[config.mk]
export PLATFORM = sky130hd
export DESIGN_NAME = rfns_ofifo
export DESIGN_NICKNAME = d
export VERILOG_FILES = /design/src/hw/rtl/rfns_pkg.sv /design/src/hw/rtl/rfns_ofifo.sv
export SDC_FILE = /design/constraint.sdc
export NUM_CORES = 1
export LEC_CHECK = 0
export ABC_AREA = 1
export BUFFER_PORTS_ARGS = -buffer_cell sky130_fd_sc_hd__buf_2
export CORE_MARGIN = 2
export CORE_UTILIZATION = 52
export CTS_CLUSTER_SIZE = 16
export DETAILED_ROUTE_END_ITERATION = 8
export PLACE_DENSITY = 0.7
export SLEW_MARGIN = 20
export SYNTH_ARGS = -nofsm -noshare
export SYNTH_HDL_FRONTEND = slang
export SYNTH_SLANG_ARGS = --single-unit
[constraint.sdc]
create_clock -name i_clk -period 5 [get_ports i_clk]
set_input_delay 0.25 -clock i_clk [delete_from_list [all_inputs] [get_ports i_clk]]
set_output_delay 0.25 -clock i_clk [all_outputs]
set_load 0.02 [all_outputs]
[src/hw/rtl/rfns_pkg.sv]
// Shared types and constants of the four-neighbour RGB sharpening filter.
package rfns_pkg;

    localparam int MAX_WIDTH_DEF = 4096;
    localparam int OUTQ_DEPTH    = 8;

    localparam int ROW_W    = 16;
    localparam int COL_W    = 12;
    localparam int CFG_W_W  = 13;
    localparam int CFG_H_W  = 16;
    localparam int STR_W    = 12;
    localparam int CFG_D_W  = 16;
    localparam int CFG_IX_W = 2;

    localparam logic [CFG_W_W-1:0] WIDTH_RST    = CFG_W_W'(640);
    localparam logic [CFG_H_W-1:0] HEIGHT_RST   = CFG_H_W'(480);
    localparam logic [STR_W-1:0]   STRENGTH_RST = STR_W'(256);

    typedef enum logic [CFG_IX_W-1:0] {
        CFG_IMAGE_WIDTH  = 2'd0,
        CFG_IMAGE_HEIGHT = 2'd1,
        CFG_STRENGTH     = 2'd2,
        CFG_UNUSED       = 2'd3
    } t_cfg_idx;

    typedef struct packed {
        logic [7:0] red_in;
        logic [7:0] green_in;
        logic [7:0] blue_in;
    } t_pix_in;

    typedef struct packed {
        logic [7:0]       red_out;
        logic [7:0]       green_out;
        logic [7:0]       blue_out;
        logic [ROW_W-1:0] out_row;
        logic [COL_W-1:0] out_col;
        logic             last_of_run;
    } t_pix_out;

    typedef struct packed {
        logic [7:0] r;
        logic [7:0] g;
        logic [7:0] b;
    } t_rgb;

    // position and result flags of one pixel, worked out at accept time
    typedef struct packed {
        logic [ROW_W-1:0] row;
        logic [COL_W-1:0] col;
        logic             has_up;
        logic             has_self;
        logic             inner;
    } t_ctl;

    // neighborhood of the pixel one row above the incoming one
    typedef struct packed {
        logic vld;
        t_rgb cur;
        t_rgb lft;
        t_rgb ctr;
        t_rgb rgt;
        t_rgb up;
        t_ctl ctl;
    } t_win;

    // everything one input pixel releases (up to two results)
    typedef struct packed {
        t_rgb             up_px;
        t_rgb             self_px;
        logic [ROW_W-1:0] row;
        logic [COL_W-1:0] col;
        logic             has_up;
        logic             has_self;
    } t_item;

endpackage

[src/hw/rtl/rfns_ofifo.sv]
// Result queue: holds finished pixels and sends one or two result beats per entry.
module rfns_ofifo import rfns_pkg::*; (
    input  logic     i_clk,
    input  logic     i_rst_n,
    input  logic     i_push,
    input  t_item    i_item,
    output logic     o_valid,
    output t_pix_out o_data,
    input  logic     i_stall,
    output logic     o_pop
);

    localparam int PW = $clog2(OUTQ_DEPTH);

    t_item         r_mem [OUTQ_DEPTH];
    logic [PW-1:0] r_wp;
    logic [PW-1:0] r_rp;
    logic [PW:0]   r_cnt;
    logic          r_ph;

    t_item head;
    logic  emit_self;
    logic  last;
    logic  take;
    t_rgb  px;

    assign head      = r_mem[r_rp];
    assign o_valid   = (r_cnt != '0);
    assign emit_self = ~head.has_up | r_ph;
    assign last      = emit_self | ~head.has_self;
    assign take      = o_valid & ~i_stall;
    assign o_pop     = take & last;
    assign px        = emit_self ? head.self_px : head.up_px;

    always_comb begin
        o_data.red_out     = px.r;
        o_data.green_out   = px.g;
        o_data.blue_out    = px.b;
        o_data.out_row     = emit_self ? head.row : head.row - ROW_W'(1);
        o_data.out_col     = head.col;
        o_data.last_of_run = last;
    end

    always_ff @(posedge i_clk) begin
        if (i_push) begin
            r_mem[r_wp] <= i_item;
        end
    end

    always_ff @(posedge i_clk) begin
        if (!i_rst_n) begin
            r_wp  <= '0;
            r_rp  <= '0;
            r_cnt <= '0;
            r_ph  <= 1'b0;
        end else begin
            if (i_push) begin
                r_wp <= PW'(r_wp + PW'(1));
            end
            if (o_pop) begin
                r_rp <= PW'(r_rp + PW'(1));
                r_ph <= 1'b0;
            end else if (take) begin
                r_ph <= 1'b1;
            end
            r_cnt <= r_cnt + (PW+1)'(i_push) - (PW+1)'(o_pop);
        end
    end

endmodule

==> run summary <==
count of final max-slew check failures: 0
Final Setup Violations: 0
Placeable Area: 48800 µm²
Worst-path clk slew: 0.06 ns
crit path kind: reg2out
post_cts resized: 0
TNS Setup: 0 ns
CP arrival: 4.03 ns
die area: 51200 µm²
Commonest cells post-synth: edfxtp_1 (624), nor2_1 (272), nand2_1 (257)
CTS root buffer: clkbuf_16
area delta synth->final: 15.1%
CTS Sinks: 638
routed vias: 16200
Sw Pwr: 5.09 mW
P_int: 9.69 mW
Synth async-reset ratio: 0%
share of layout cells above drive strength 1: 12.6%
Max Fanout on Critical Path: 91
Comb power frac: 29.5%
dpl hpwl: 31300 µm
FMAX: 0.233 GHz
Slew @ Worst Pin: 1.10 ns
# DRC: 0
Synthesized Nets: 2054
top cell type by total area after synthesis: edfxtp_1
outcome: finished, final reports clean
Hold/Removal Path Class: in2reg
height of the die: 226 µm
maxcap violations: 0
skew final: 0.00805 ns
CP endpoint kind: primary output
Post-DRT Antenna Nets: 0
unrepaired setup endpoints after global routing: no
Slew headroom: 26.9%
Post-CTS Repair Setup Buffers: 0
Top FF cell, synth: edfxtp_1
Hold Vio Cnt, Final: 0
Sw Share: 34.5%
htree depth: 2
first-pass GRT wire length: 91400 µm
initial antenna violation count: 7
row count: 81
Pre-antenna DRT Iters: 5
Syn Area/Cell: 13.1 µm²
Tot GR Track Use: 23.5%
CTS tree: built
vias per cell: 5.67
sequential area share after synthesis: 74.0%
nets: 2239
EDFF count, synth: 624
Gate Count Post-Synth: 1963
Final period util: 85.7%
Initial Util: 52.6%
Distinct cells, synth: 33
pwr dens: 500 nW/µm²
wire per inst: 21.0 µm
design area: 29600 µm²
grt ovf: 0
CP Launch Type: flop
post-route minimum period: 4.28 ns
most common cell in the netlist: edfxtp_1
PortBufs: 136
Clock Power Share: 28.8%
post-synthesis register bit count: 638
clock latency on the worst-skew pair: 0.62 ns
die outline width: 226 µm
WP data required: 4.75 ns
DR iter-0 viols: 1666
largest net degree at the start of global routing: 189
Detailed Route WL: 60000 µm
I/O pins: 137
fill count: 3731
top cells by area, synth: edfxtp_1 (73%), o21ai_0 (4.0%), nor2_1 (4.0%)
placed cell area: 26900 µm²
total CTS buffers: 61
final RePlAce weighted congestion: 0.809
worst vdd ir: 0.326 mV
leakage power: 10.5 nW
Seq pwr share: 41.7%
vias in the first global route: 15800
Max clock buf depth: 3
Yosys top cell area share: 72.9%
Synth Warn #: 0
Cell Area, Synth: 25700 µm²
==> worst max-delay path, stage by stage (launching register included) <==
cell	delay, ns
dfxtp_4	0.51
inv_6	0.57
nand2_1	0.13
nand2_1	0.10
nand2_1	0.05
nand3_1	0.15
nand3_2	0.68
nor2_2	0.50
nand2_2	0.14
nor2_4	0.15
nand2_1	0.06
nand2_1	0.07
nand2_1	0.05
buf_2	0.15
==> what timing repair did <==
action | CTS | global route
endpoints found under the hold margin | 636 | 0
setup endpoints to repair | 0 | 0
hold buffers | 82 | 0
==> metal layers <==
metal | global-route usage (%) | part of all wire, %
met3 | 4.47 | 6.9
met2 | 37.6 | 47
met1 | 33.2 | 43
met5 | 0 | 0.097
met4 | 6.90 | 2.6
==> path summary, 6_finish.rpt <==
path                              from                endpoint  slack [ns]  cells past startpoint
hold reg to reg   r_rp[2]$_SDFFE_PN0P_                    flop        0.50                      2
hold / removal              i_item[29]  r_mem[1][29]$_DFFE_PP_        0.43                      2
setup / recovery                  flop              o_data[25]        0.72                     13
setup reg to reg                  flop     r_cnt[0]$_SDFF_PN0_        1.48                     16
==> logic make-up (layout without fill, tap and decap cells) <==
family	after synthesis	count (layout)	share of synthesized area [%]
muxes	48	48	1.87
adders and majority gates	9	9	0.467
and+or+nand+nor	681	681	10.9
DFF	638	638	74.0
other	0	2	0
xor gates and xnor gates	10	10	0.341
buffers and inverters	234	464	4.17
AOI/OAI and AO/OA	343	343	8.22
==> cell usage in the layout, fill, tap and decap left out, types with 2 or more instances in the layout <==
cell	n
o221ai_1	96
ha_1	8
bufinv_16	3
dlygate4sd3_1	82
o21ai_1	8
buf_2	136
a21oi_1	5
clkbuf_16	61
clkbuf_1	12
inv_1	108
dfxtp_1	11
nand3_1	125
buf_4	15
buf_12	8
xor2_1	8
nand2_2	8
inv_2	3
o22ai_1	14
o21ai_0	206
diode_2	2
nand4_1	4
nand3_2	2
nand2_1	257
clkinv_1	18
nor2_1	264
a31oi_1	13
nor2_2	7
edfxtp_1	624
nor2_4	12
clkinv_2	13
dfxtp_4	2
mux2i_1	48
xnor2_1	2
==> through the flow <==
| stage | cells | hold slack [ns] | power (mW) | setup WS [ns] | util (%) |
|---|---|---|---|---|---|
| 2_1_floorplan | 1963 | 0.343 | 9.25 | 0.573 | - |
| 3_3_place_gp | 2667 | 0.489 | 10.4 | 1.44 | 55.1 |
| 3_5_place_dp | 2667 | 0.492 | 10.5 | 1.40 | 55.1 |
| 4_1_cts | 2857 | 0.399 | 14.8 | 0.714 | 60.5 |
| 5_1_grt | 2859 | 0.437 | 15.5 | 0.485 | 60.5 |
| 6_report | 2859 | 0.434 | 14.8 | 0.715 | 60.5 |
==> registers in the layout (all words and copies together) (netlist names), named ones only <==
name   count
r_ph       1
r_wp       3
r_rp       3
r_cnt      4
r_mem    624
==> power groups by stage <==
stage,registers (mW),clock network (mW),logic (mW)
floorplan,6.18,0,3.07
global placement,6.27,0,4.18
detailed placement,6.28,0,4.27
CTS,6.17,4.31,4.35
global route,6.18,4.52,4.78
finish,6.16,4.26,4.36
==> area by class of cell <==
class / count / area (µm²) / area share [%]
clock inverter: 35 / 245 / 0.829
clock buffer: 73 / 1570 / 5.31
antenna: 2 / 5.00 / 0.0169
multi-input combinational: 1091 / 5670 / 19.2
timing repair buffer: 242 / 1790 / 6.04
sequential: 638 / 19000 / 64.3
tap: 664 / 831 / 2.81
inverter: 114 / 437 / 1.48
(Power assumes the default switching activity.)
