<file path="config.mk">
export PLATFORM = sky130hd
export DESIGN_NAME = rfns_core
export DESIGN_NICKNAME = d
export VERILOG_FILES = /design/src/hw/rtl/rfns_pkg.sv /design/src/hw/rtl/rfns_core.sv
export SDC_FILE = /design/constraint.sdc
export NUM_CORES = 1
export LEC_CHECK = 0
export ABC_AREA = 1
export BUFFER_PORTS_ARGS = -buffer_cell sky130_fd_sc_hd__buf_2
export CORE_UTILIZATION = 28
export DETAILED_ROUTE_END_ITERATION = 12
export GPL_TIMING_DRIVEN = 0
export SLEW_MARGIN = 15
export SYNTH_ARGS = -nofsm -noshare
export SYNTH_HDL_FRONTEND = slang
export SYNTH_SLANG_ARGS = --single-unit
export TNS_END_PERCENT = 50
</file>
<file path="constraint.sdc">
create_clock -name i_clk -period 5.4 [get_ports i_clk]
set_input_delay 0.81 -clock i_clk [delete_from_list [all_inputs] [get_ports i_clk]]
set_output_delay 0.81 -clock i_clk [all_outputs]
set_load 0.01 [all_outputs]
</file>
<file path="src/hw/rtl/rfns_pkg.sv">
// Shared types and constants of the four-neighbour RGB sharpening filter.
package rfns_pkg;

    localparam int MAX_WIDTH_DEF = 4096;
    localparam int OUTQ_DEPTH    = 8;

    localparam int ROW_W    = 16;
    localparam int COL_W    = 12;
    localparam int CFG_W_W  = 13;
    localparam int CFG_H_W  = 16;
    localparam int STR_W    = 12;
    localparam int CFG_D_W  = 16;
    localparam int CFG_IX_W = 2;

    localparam logic [CFG_W_W-1:0] WIDTH_RST    = CFG_W_W'(640);
    localparam logic [CFG_H_W-1:0] HEIGHT_RST   = CFG_H_W'(480);
    localparam logic [STR_W-1:0]   STRENGTH_RST = STR_W'(256);

    typedef enum logic [CFG_IX_W-1:0] {
        CFG_IMAGE_WIDTH  = 2'd0,
        CFG_IMAGE_HEIGHT = 2'd1,
        CFG_STRENGTH     = 2'd2,
        CFG_UNUSED       = 2'd3
    } t_cfg_idx;

    typedef struct packed {
        logic [7:0] red_in;
        logic [7:0] green_in;
        logic [7:0] blue_in;
    } t_pix_in;

    typedef struct packed {
        logic [7:0]       red_out;
        logic [7:0]       green_out;
        logic [7:0]       blue_out;
        logic [ROW_W-1:0] out_row;
        logic [COL_W-1:0] out_col;
        logic             last_of_run;
    } t_pix_out;

    typedef struct packed {
        logic [7:0] r;
        logic [7:0] g;
        logic [7:0] b;
    } t_rgb;

    // position and result flags of one pixel, worked out at accept time
    typedef struct packed {
        logic [ROW_W-1:0] row;
        logic [COL_W-1:0] col;
        logic             has_up;
        logic             has_self;
        logic             inner;
    } t_ctl;

    // neighborhood of the pixel one row above the incoming one
    typedef struct packed {
        logic vld;
        t_rgb cur;
        t_rgb lft;
        t_rgb ctr;
        t_rgb rgt;
        t_rgb up;
        t_ctl ctl;
    } t_win;

    // everything one input pixel releases (up to two results)
    typedef struct packed {
        t_rgb             up_px;
        t_rgb             self_px;
        logic [ROW_W-1:0] row;
        logic [COL_W-1:0] col;
        logic             has_up;
        logic             has_self;
    } t_item;

endpackage

</file>
<file path="src/hw/rtl/rfns_core.sv">
// Per-channel Laplacian difference, gain multiply and clamp, two register stages.
module rfns_core import rfns_pkg::*; (
    input  logic             i_clk,
    input  logic             i_rst_n,
    input  logic [STR_W-1:0] i_strength,
    input  t_win             i_win,
    output logic             o_push,
    output logic             o_drop,
    output t_item            o_item
);

    function automatic logic [7:0] f_clamp(input logic signed [24:0] n);
        logic [7:0] v;
        if (n < 0) begin
            v = 8'd0;
        end else if (n[23:18] != '0) begin
            v = 8'd255;
        end else begin
            v = n[17:10];
        end
        return v;
    endfunction

    logic [2:0][7:0] w_cur;
    logic [2:0][7:0] w_lft;
    logic [2:0][7:0] w_ctr;
    logic [2:0][7:0] w_rgt;
    logic [2:0][7:0] w_up;
    logic [2:0][9:0] tsum;
    logic signed [2:0][10:0] dif;
    logic signed [2:0][23:0] prod;
    logic [2:0][7:0] sharp;

    logic                    r_b_vld;
    logic signed [2:0][10:0] r_b_d;
    logic [2:0][7:0]         r_b_ctr;
    t_rgb                    r_b_cur;
    t_ctl                    r_b_ctl;

    logic                    r_c_vld;
    logic signed [2:0][24:0] r_c_n;
    logic [2:0][7:0]         r_c_ctr;
    t_rgb                    r_c_cur;
    t_ctl                    r_c_ctl;

    assign w_cur = i_win.cur;
    assign w_lft = i_win.lft;
    assign w_ctr = i_win.ctr;
    assign w_rgt = i_win.rgt;
    assign w_up  = i_win.up;

    always_comb begin
        for (int k = 0; k < 3; k++) begin
            tsum[k] = 10'(w_up[k]) + 10'(w_cur[k]) + 10'(w_lft[k]) + 10'(w_rgt[k]);
            dif[k]  = $signed({1'b0, w_ctr[k], 2'b00}) - $signed({1'b0, tsum[k]});
        end
    end

    // an element of a packed array is unsigned: take the difference as signed
    always_comb begin
        for (int k = 0; k < 3; k++) begin
            prod[k] = $signed({1'b0, i_strength}) * $signed(r_b_d[k]);
        end
    end

    always_ff @(posedge i_clk) begin
        if (!i_rst_n) begin
            r_b_vld <= 1'b0;
            r_c_vld <= 1'b0;
        end else begin
            r_b_vld <= i_win.vld;
            r_c_vld <= r_b_vld;
        end
    end

    always_ff @(posedge i_clk) begin
        if (i_win.vld) begin
            r_b_d   <= dif;
            r_b_ctr <= w_ctr;
            r_b_cur <= i_win.cur;
            r_b_ctl <= i_win.ctl;
        end
        if (r_b_vld) begin
            for (int k = 0; k < 3; k++) begin
                r_c_n[k] <= $signed({7'b0, r_b_ctr[k], 10'b0}) + $signed({prod[k][23], prod[k]});
            end
            r_c_ctr <= r_b_ctr;
            r_c_cur <= r_b_cur;
            r_c_ctl <= r_b_ctl;
        end
    end

    always_comb begin
        for (int k = 0; k < 3; k++) begin
            sharp[k] = r_c_ctl.inner ? f_clamp(r_c_n[k]) : r_c_ctr[k];
        end
    end

    assign o_push = r_c_vld & (r_c_ctl.has_up | r_c_ctl.has_self);
    assign o_drop = r_c_vld & ~r_c_ctl.has_up & ~r_c_ctl.has_self;

    always_comb begin
        o_item.up_px    = sharp;
        o_item.self_px  = r_c_cur;
        o_item.row      = r_c_ctl.row;
        o_item.col      = r_c_ctl.col;
        o_item.has_up   = r_c_ctl.has_up;
        o_item.has_self = r_c_ctl.has_self;
    end

endmodule

</file>
==> metrics.txt, run 1 <==
die height 306 um; Nets 3864; Worst Path Required 5.73 ns; DIE AREA 93700 um2; RSZ-0062 raised after global routing no; largest net degree at the start of global routing 61; gr usage total 0.145; Core ar. 91700 um2; row count 111; TritonCTS Sinks 238; Synth Instances 2787; sequential fraction of the synthesis area 0.275; CTS root buf clkbuf_16; Syn Std Cell Area 25900 um2; Worst-Margin Slew around 0.93 ns; Warnings, synthesis 0; num ports between 200 and 250; Mapped Nets 3589; synthesis-to-layout area growth 15.3%; r2r endpoint r_c_n[74]$_DFFE_PP_; CTS buffer count 28; Seq cells post-synth 238; crit start category flop; # fillers 9533; drt drc 0; dpl ws -1.01 ns; Setup Skew 0.0121 ns; PortBufs 236; Final Critical Period about 5.2 ns; Worst Setup Path Type flop to flop; Max clock buf depth 3; R2R Setup Slk 0.15 ns; total number of vias 18600; beginning of the worst register-to-register path r_b_d[29]$_DFFE_PP_; commonest cells after routing, fill and taps aside inv_1, nand2_1, fa_1; Crit. End Element flop; die width 306 um; Mapped Avg Cell Area 9.29 um2; crit path max fanout 10; gpl congestion 0.904; Clk Latency, worst-skew pair between 0.5 and 0.6 ns; CTS Hold Bufs 0; Fmax 191 MHz; crit path capture r_c_n[74]$_DFFE_PP_; Slew HR 0.378; Setup WS post-layout 0.151 ns; worst r2r path cells 18; asr flop ratio synth 0; library cells used by synthesis 35; vias per inst approximately 4.4; commonest non-fill, non-tap cell in the layout inv_1; EDFF count, synth 236; initial cell density of the core 0.283; Post-DP HPWL 55100 um; routed wire length 67100 um; main flop type after synthesis edfxtp_1; initial antenna violation count 6; CTS tree done; post-DR wirelength/cell 15.7 um; first-pass GRT wire length 105000 um; vias in the first global route 19300; status finished clean; share of post-route cells with drive strength above 1 0.131; ANT nets after route 0; min-delay worst type input port to flop; CP arrival 5.58 ns; post-route clock period utilization 0.972; total gr overflow 0; Max Slew Vio Count 0; final hold viol count 0; initial DRC count 1104; final setup vio count 0; htree depth 1; max_cap viols 0; critical path launch point r_b_d[29]$_DFFE_PP_; TritonRoute pass-1 iters 5; Clock transition at path regs 0.06 ns
-- Yosys cell counts, drive strengths merged (3+ instances only) --
| library cell | number | share of area |
|---|---|---|
| a21o | 8 | 0.0023 |
| a21oi | 81 | 0.016 |
| a31oi | 5 | 0.0012 |
| buf | 31 | 0.0091 |
| clkbuf | 75 | 0.011 |
| clkinv | 3 | 0.00043 |
| edfxtp | 236 | 0.27 |
| fa | 360 | 0.28 |
| ha | 276 | 0.13 |
| inv | 726 | 0.11 |
| nand2 | 604 | 0.088 |
| nand3 | 49 | 0.0095 |
| nand4 | 17 | 0.0041 |
| nor2 | 145 | 0.022 |
| nor3 | 15 | 0.0031 |
| nor4 | 5 | 0.0012 |
| o211ai | 3 | 0.00087 |
| o21a | 9 | 0.0026 |
| o21ai | 48 | 0.0097 |
| o21bai | 8 | 0.0023 |
| o22ai | 24 | 0.0058 |
| xnor2 | 8 | 0.0027 |
| xor2 | 41 | 0.014 |
-- logic make-up (layout without fill, tap and decap cells) --
family,count (synthesis),in the layout,synth area share
xor gates and xnor gates,49,49,0.0166
DFF,238,238,0.275
other,0,2,0
adders and majority gates,636,636,0.412
buffers and inverters,835,1130,0.126
AOI/OAI and AO/OA,191,191,0.0420
and+or+nand+nor,838,838,0.129
-- registers in the layout, indices dropped and copies added (netlist names), 24 cells and up --
| signal | count |
|---|---|
| o_item | 54 |
| r_c_n | 45 |
| r_b_d | 33 |
| r_b_ctl | 31 |
| r_b_ctr | 24 |
| r_b_cur | 24 |
| r_c_ctr | 24 |
-- routing by layer --
| layer | track usage | share of wire |
|---|---|---|
| met1 | 0.190 | 0.44 |
| met4 | 0.0373 | 0.023 |
| met5 | 0 | 0.00049 |
| met2 | 0.243 | 0.48 |
| met3 | 0.0281 | 0.065 |
-- critical path, cell delays in order (launching register included) --
cell and delay, ns:
edfxtp_1 0.52, clkbuf_2 0.36, nand2_1 0.12, fa_1 0.49, inv_1 0.05, fa_1 0.55
fa_1 0.48, fa_1 0.53, inv_1 0.05, fa_1 0.50, inv_1 0.05, ha_1 0.36
nand2_1 0.13, o21ai_0 0.34, a21oi_1 0.11, nand2_1 0.14, nand2_1 0.08, nand3_1 0.08
nand2_1 0.05
-- area by class of cell --
| class | instances | area, um2 | share of cell area |
|---|---|---|---|
| Antenna cell | 2 | 5.00 | 0.000168 |
| Buffer | 101 | 609 | 0.0204 |
| Clock buffer | 33 | 741 | 0.0248 |
| Clock inverter | 17 | 251 | 0.00842 |
| Inverter | 729 | 2750 | 0.0919 |
| Multi-Input combinational cell | 1714 | 15500 | 0.520 |
| Sequential cell | 238 | 7130 | 0.239 |
| Tap cell | 1186 | 1480 | 0.0497 |
| Timing Repair Buffer | 250 | 1380 | 0.0461 |
-- repair_timing --
action | CTS | global route
gates resized for setup | 33 | 92
setup buffers | 0 | 11
setup endpoints to repair | 39 | 36
-- worst min-delay path by stage --
stage,from,endpoint,slack [ns],cells after the start
2_1_floorplan,r_b_ctl[1]$_DFFE_PP_,o_item[0]$_DFFE_PP_,0.40,0
3_3_place_gp,r_b_cur[18]$_DFFE_PP_,o_item[48]$_DFFE_PP_,0.40,0
3_5_place_dp,r_b_ctl[24]$_DFFE_PP_,o_item[23]$_DFFE_PP_,0.40,0
4_1_cts,i_win[7],r_b_ctl[7]$_DFFE_PP_,0.37,1
5_1_grt,i_win[6],r_b_ctl[6]$_DFFE_PP_,0.38,1
6_report,i_win[6],r_b_ctl[6]$_DFFE_PP_,0.41,1
-- stage by stage --
stage / setup TNS [ns] / hold WS, ns / area, um2 / cells / util
after floorplan: 0 / 0.400 / 25900 / 2787 / -
after global placement: -34.10 / 0.400 / 28600 / 4209 / 0.312
after detailed placement: -34.69 / 0.405 / 28700 / 4212 / 0.313
after CTS: 0 / 0.371 / 29700 / 4261 / 0.324
after global routing: 0 / 0.380 / 29900 / 4269 / 0.326
final: 0 / 0.411 / 29900 / 4270 / 0.326
Power of run 1 is not shown: default switching activity piles up to over one toggle a cycle in this logic, so the estimate is an artifact.
==> inputs of run 2 (changes only) <==
--- a/config.mk
+++ b/config.mk
@@ -10,6 +10,7 @@
 export CORE_UTILIZATION = 28
 export DETAILED_ROUTE_END_ITERATION = 12
 export GPL_TIMING_DRIVEN = 0
+export RECOVER_POWER = 50
 export SLEW_MARGIN = 15
 export SYNTH_ARGS = -nofsm -noshare
 export SYNTH_HDL_FRONTEND = slang
==> run 2 against run 1 <==
Compared with the run above: the run now ends with capacitance limit, slew limit left; die area did not move; clock skew is 0.00052 ns higher; highest routed layer unchanged; critical path depth is 1 higher; sequential share of layout area rose by 0.080 points; sequential cell count unchanged; first-iteration DRC count rose by 2.4%; fmax grew 0.34%; design area decreased by 0.39%; critical path type unchanged.
==> metrics.txt, run 2 (synthesis results as in run 1) <==
Crit. End Element flop; row count 111; drt drc 0; first-pass GRT wire length 105000 um; crit start category flop; Post-DP HPWL ~55000 um; vias per inst 4.37; gpl congestion 0.904; TritonRoute pass-1 iters 5; CP max stage cell fa_1; Final Critical Period 5.23 ns; Max Slew Vio Count 195; crit path max fanout 10; Worst Setup Path Type flop to flop; crit path cell chain clkbuf_2 > nand2_1 > fa_1 > inv_1 > fa_1 > fa_1 > fa_1 > inv_1 > fa_1 > inv_1 > ha_1 > a21oi_1 > o21ai_0 > a21oi_1 > nand2_1 > nand2_1 > nand2_1 > nand2_1 > nand2_1; largest net degree at the start of global routing around 60; min-delay worst type input port to flop; num ports about 250; commonest non-fill, non-tap cell in the layout inv_1; final hold viol count 0; total number of vias 18600; routed wire length 67300 um; CTS Hold Bufs 0; total gr overflow 0; die height ~300 um; gr usage total 0.145; synthesis-to-layout area growth 14.9%; Clock transition at path regs 0.06 ns; CP arrival 5.56 ns; post-DR wirelength/cell 15.7 um; TritonCTS Sinks 238; Fmax 191 MHz; die width 306 um; share of post-route cells with drive strength above 1 0.116; ANT nets after route 0; CTS root buf clkbuf_16; beginning of the worst register-to-register path r_b_d[29]$_DFFE_PP_; Clk Latency, worst-skew pair 0.57 ns; max_cap viols 4; vias in the first global route 19300; initial DRC count between 1000 and 1500; violated checks capacitance limit, slew limit; RSZ-0062 raised after global routing no; hold_sp i_win[6]; Worst-Margin Slew 3.52 ns; initial cell density of the core 0.283; initial antenna violation count 6; Setup Skew 0.0127 ns; PortBufs 236; critical path launch point r_b_d[29]$_DFFE_PP_; CTS buffer count 28; final core utilization 0.325; area of the multi-input gates 15500 um2; Crit path top cell by count nand2_1; Worst Path Required between 5 and 6 ns; max reg flops 54; Nets 3864; post-route clock period utilization 0.969; DIE AREA 93700 um2; # fillers about 9600; final setup vio count 0; Seq. cell area 7130 um2; commonest cells after routing, fill and taps aside inv_1, nand2_1, fa_1; status finished, violations left; max incr delay on CP 0.55 ns; CTS tree done; Max clock buf depth 3; Slew HR -1.35; htree depth 1; Core ar. 91700 um2
## run 2: final timing paths
| check | to | slack, ns | depth (start not counted) |
|---|---|---|---|
| worst max register to register | r_c_n[74]$_DFFE_PP_ | 0.17 | 19 |
| worst max-delay path | r_c_n[74]$_DFFE_PP_ | 0.17 | 19 |
| worst min-delay path | r_b_ctl[6]$_DFFE_PP_ | 0.41 | 1 |
| worst min register to register | o_item[23]$_DFFE_PP_ | 0.42 | 0 |
## run 2: area by class of cell
type / instances / share of cell area
antenna: 2 / 0.000168
buffer: 101 / 0.0205
clock buffer: 33 / 0.0249
clock inverter: 17 / 0.00845
inverter: 729 / 0.0923
multi-input combinational: 1714 / 0.522
sequential: 238 / 0.240
tap: 1186 / 0.0499
timing repair buffer: 250 / 0.0426
## run 2: through the flow
stage | hold slack [ns] | TNS (ns) | std cells | instance area, um2 | worst slack [ns]
final | 0.410 | 0 | 4270 | 29800 | 0.169
after global routing | 0.380 | 0 | 4269 | 29800 | 0.000266
after CTS | 0.371 | 0 | 4261 | 29700 | 0.00403
after detailed placement | 0.405 | -34.69 | 4212 | 28700 | -1.01
after global placement | 0.400 | -34.10 | 4209 | 28600 | -1.01
after floorplan | 0.400 | 0 | 2787 | 25900 | 0.167
## run 2: metal layers
layer	track usage	part of all wire	vias up	routed length, um
li1	-	-	8992	-
met1	0.190	0.43	9019	29200
met2	0.243	0.47	537	31900
met3	0.0281	0.068	92	4570
met4	0.0373	0.023	6	1520
met5	0	0.00049	-	33
## run 2: repair_timing
| action | CTS | global route |
|---|---|---|
| gates resized for setup | 33 | 92 |
| buffers inserted | 0 | 11 |
| endpoints found under the setup margin | 39 | 36 |
## run 2: worst max-delay path: cells and delay by family (launching register included)
family | cells | cell delay (ns)
buffers and inverters | 4 | 0.50
AOI/OAI and AO/OA | 3 | 0.61
DFF | 1 | 0.53
adders and majority gates | 6 | 2.88
and+or+nand+nor | 6 | 0.46
Power of run 2 is left out for the same reason.
==> inputs of run 3 (changes only) <==
--- a/config.mk
+++ b/config.mk
@@ -10,6 +10,7 @@
 export CORE_UTILIZATION = 28
 export DETAILED_ROUTE_END_ITERATION = 12
 export GPL_TIMING_DRIVEN = 0
+export PLACE_DENSITY = 0.54
 export RECOVER_POWER = 50
 export SLEW_MARGIN = 15
 export SYNTH_ARGS = -nofsm -noshare
==> run 3 against run 2 <==
Compared with the run above: the flow still finishes with violations (capacitance limit, slew limit); hold slack lost 0.0066 ns; via count is 0.39% higher; sequential cell count stayed put; fmax grew 0.12%; critical endpoint unchanged.
==> metrics.txt, run 3 (synthesis results as in run 1) <==
status finished, violations left; violated checks capacitance limit, slew limit; final hold viol count 0; initial cell density of the core 0.283; initial antenna violation count 7; ANT nets after route 0; die height around 310 um; Setup Skew ~0.021 ns; crit path max fanout 10; commonest cells after routing, fill and taps aside inv_1, nand2_1, fa_1; buffers and inverters on the worst path 5; DIE AREA 93700 um2; hold slack 0.403 ns; max_cap viols 4; final setup vio count 0; gr usage total 0.149; Max Slew Vio Count 214; dpl ws -1.05 ns; TritonCTS Sinks 238; Max clock buf depth 3; post-placement cell count 4212; Crit. End Element flop; min-delay worst type input port to flop; Nets 3865; first-pass GRT wire length ~110000 um; Setup WS post-layout approximately 0.18 ns; vias in the first global route 19300; TritonRoute pass-1 iters 5; num ports 246; Worst Setup Path Type input port to flop; max incr delay on CP approximately 0.56 ns; largest net degree at the start of global routing 60; final core utilization 0.324; synthesis-to-layout area growth 14.8%; max reg flops 54; initial DRC count 970; CTS buffer count 29; Fmax 191 MHz; vias per inst roughly 4.4; Clk Latency, worst-skew pair 0.59 ns; Post-DP HPWL ~56000 um; CP arrival 5.55 ns; CTS root buf clkbuf_16; row count 111; Seq. cell area about 7100 um2; die width 306 um; routed wire length around 68000 um; crit start category input port; Slew HR -1.17; # fillers 9645; gpl congestion 0.905; post-DR wirelength/cell 15.9 um; commonest non-fill, non-tap cell in the layout inv_1; CP max stage cell fa_1; PortBufs between 200 and 250; crit path cell chain clkbuf_2 > clkbuf_2 > nand2_1 > fa_1 > inv_1 > fa_1 > fa_1 > fa_1 > inv_1 > fa_1 > inv_1 > ha_1 > nand2_1 > o21ai_0 > a21oi_1 > nand2_1 > nand2_1 > nand3_1 > nand2_1; Clock transition at path regs 0.06 ns; final cell count without fillers 4273; Worst Path Required 5.73 ns; total number of vias 18700; post-route clock period utilization 0.968; total gr overflow 0; htree depth 1; crit-path leading delay family adder cells; Final Critical Period 5.22 ns; Core ar. 91700 um2; drt drc 0; CTS tree done; area of the multi-input gates 15500 um2; Worst-Margin Slew about 3.3 ns; share of post-route cells with drive strength above 1 0.117
-- run 3: cell count changes in the layout (fill, tap and decap cells not counted), moves of 2 or more --
cell      previous run  this run
buf_2              190       192
buf_4               44        46
clkbuf_2            43        41
clkbuf_4            10        13
-- run 3: path summary, 6_finish.rpt --
kind,cells after the start,end,slack [ns],from
max reg2reg,18,r_c_n[22]$_DFFE_PP_,0.25,r_b_d[10]$_DFFE_PP_
min reg2reg,0,o_item[25]$_DFFE_PP_,0.42,r_b_ctl[26]$_DFFE_PP_
min,1,r_b_ctl[1]$_DFFE_PP_,0.40,i_win[1]
max,19,r_c_n[74]$_DFFE_PP_,0.18,i_strength[6]
-- run 3: what timing repair did --
item                       in CTS  in global routing
setup endpoints to repair      40                 37
resized for setup              24                110
buffers inserted                0                 16
hold buffers                    0                  0
-- run 3: per-layer routing --
layer | vias up | part of all wire | global-route usage
met1 | 9127 | 0.45 | 0.201
met4 | 8 | 0.023 | 0.0370
met2 | 491 | 0.46 | 0.243
met3 | 87 | 0.064 | 0.0302
met5 | - | 0.00062 | 0
li1 | 9005 | - | -
-- run 3: area by class of cell --
type	instances	area share
timing repair buffer	255	0.0430
buffer	96	0.0199
clock buffer	37	0.0257
inverter	729	0.0923
antenna	1	0.0000841
multi-input combinational	1714	0.522
tap	1186	0.0499
sequential	238	0.240
clock inverter	17	0.00766
-- run 3: worst reg2reg max path: cells and delay by family (launching register included) --
kind | cells | cell delay (ns)
flops | 1 | 0.60
buf+inv | 6 | 0.69
compound gates | 1 | 0.21
simple gates | 5 | 0.82
fa+ha+maj | 6 | 2.59
-- run 3: stage by stage --
stage / setup TNS (ns) / area, um2
2_1_floorplan: 0 / 25900
3_3_place_gp: -42.72 / 28600
3_5_place_dp: -37.35 / 28700
4_1_cts: 0 / 29700
5_1_grt: -0.00628 / 29700
6_report: 0 / 29700
Power of run 3 is left out for the same reason.
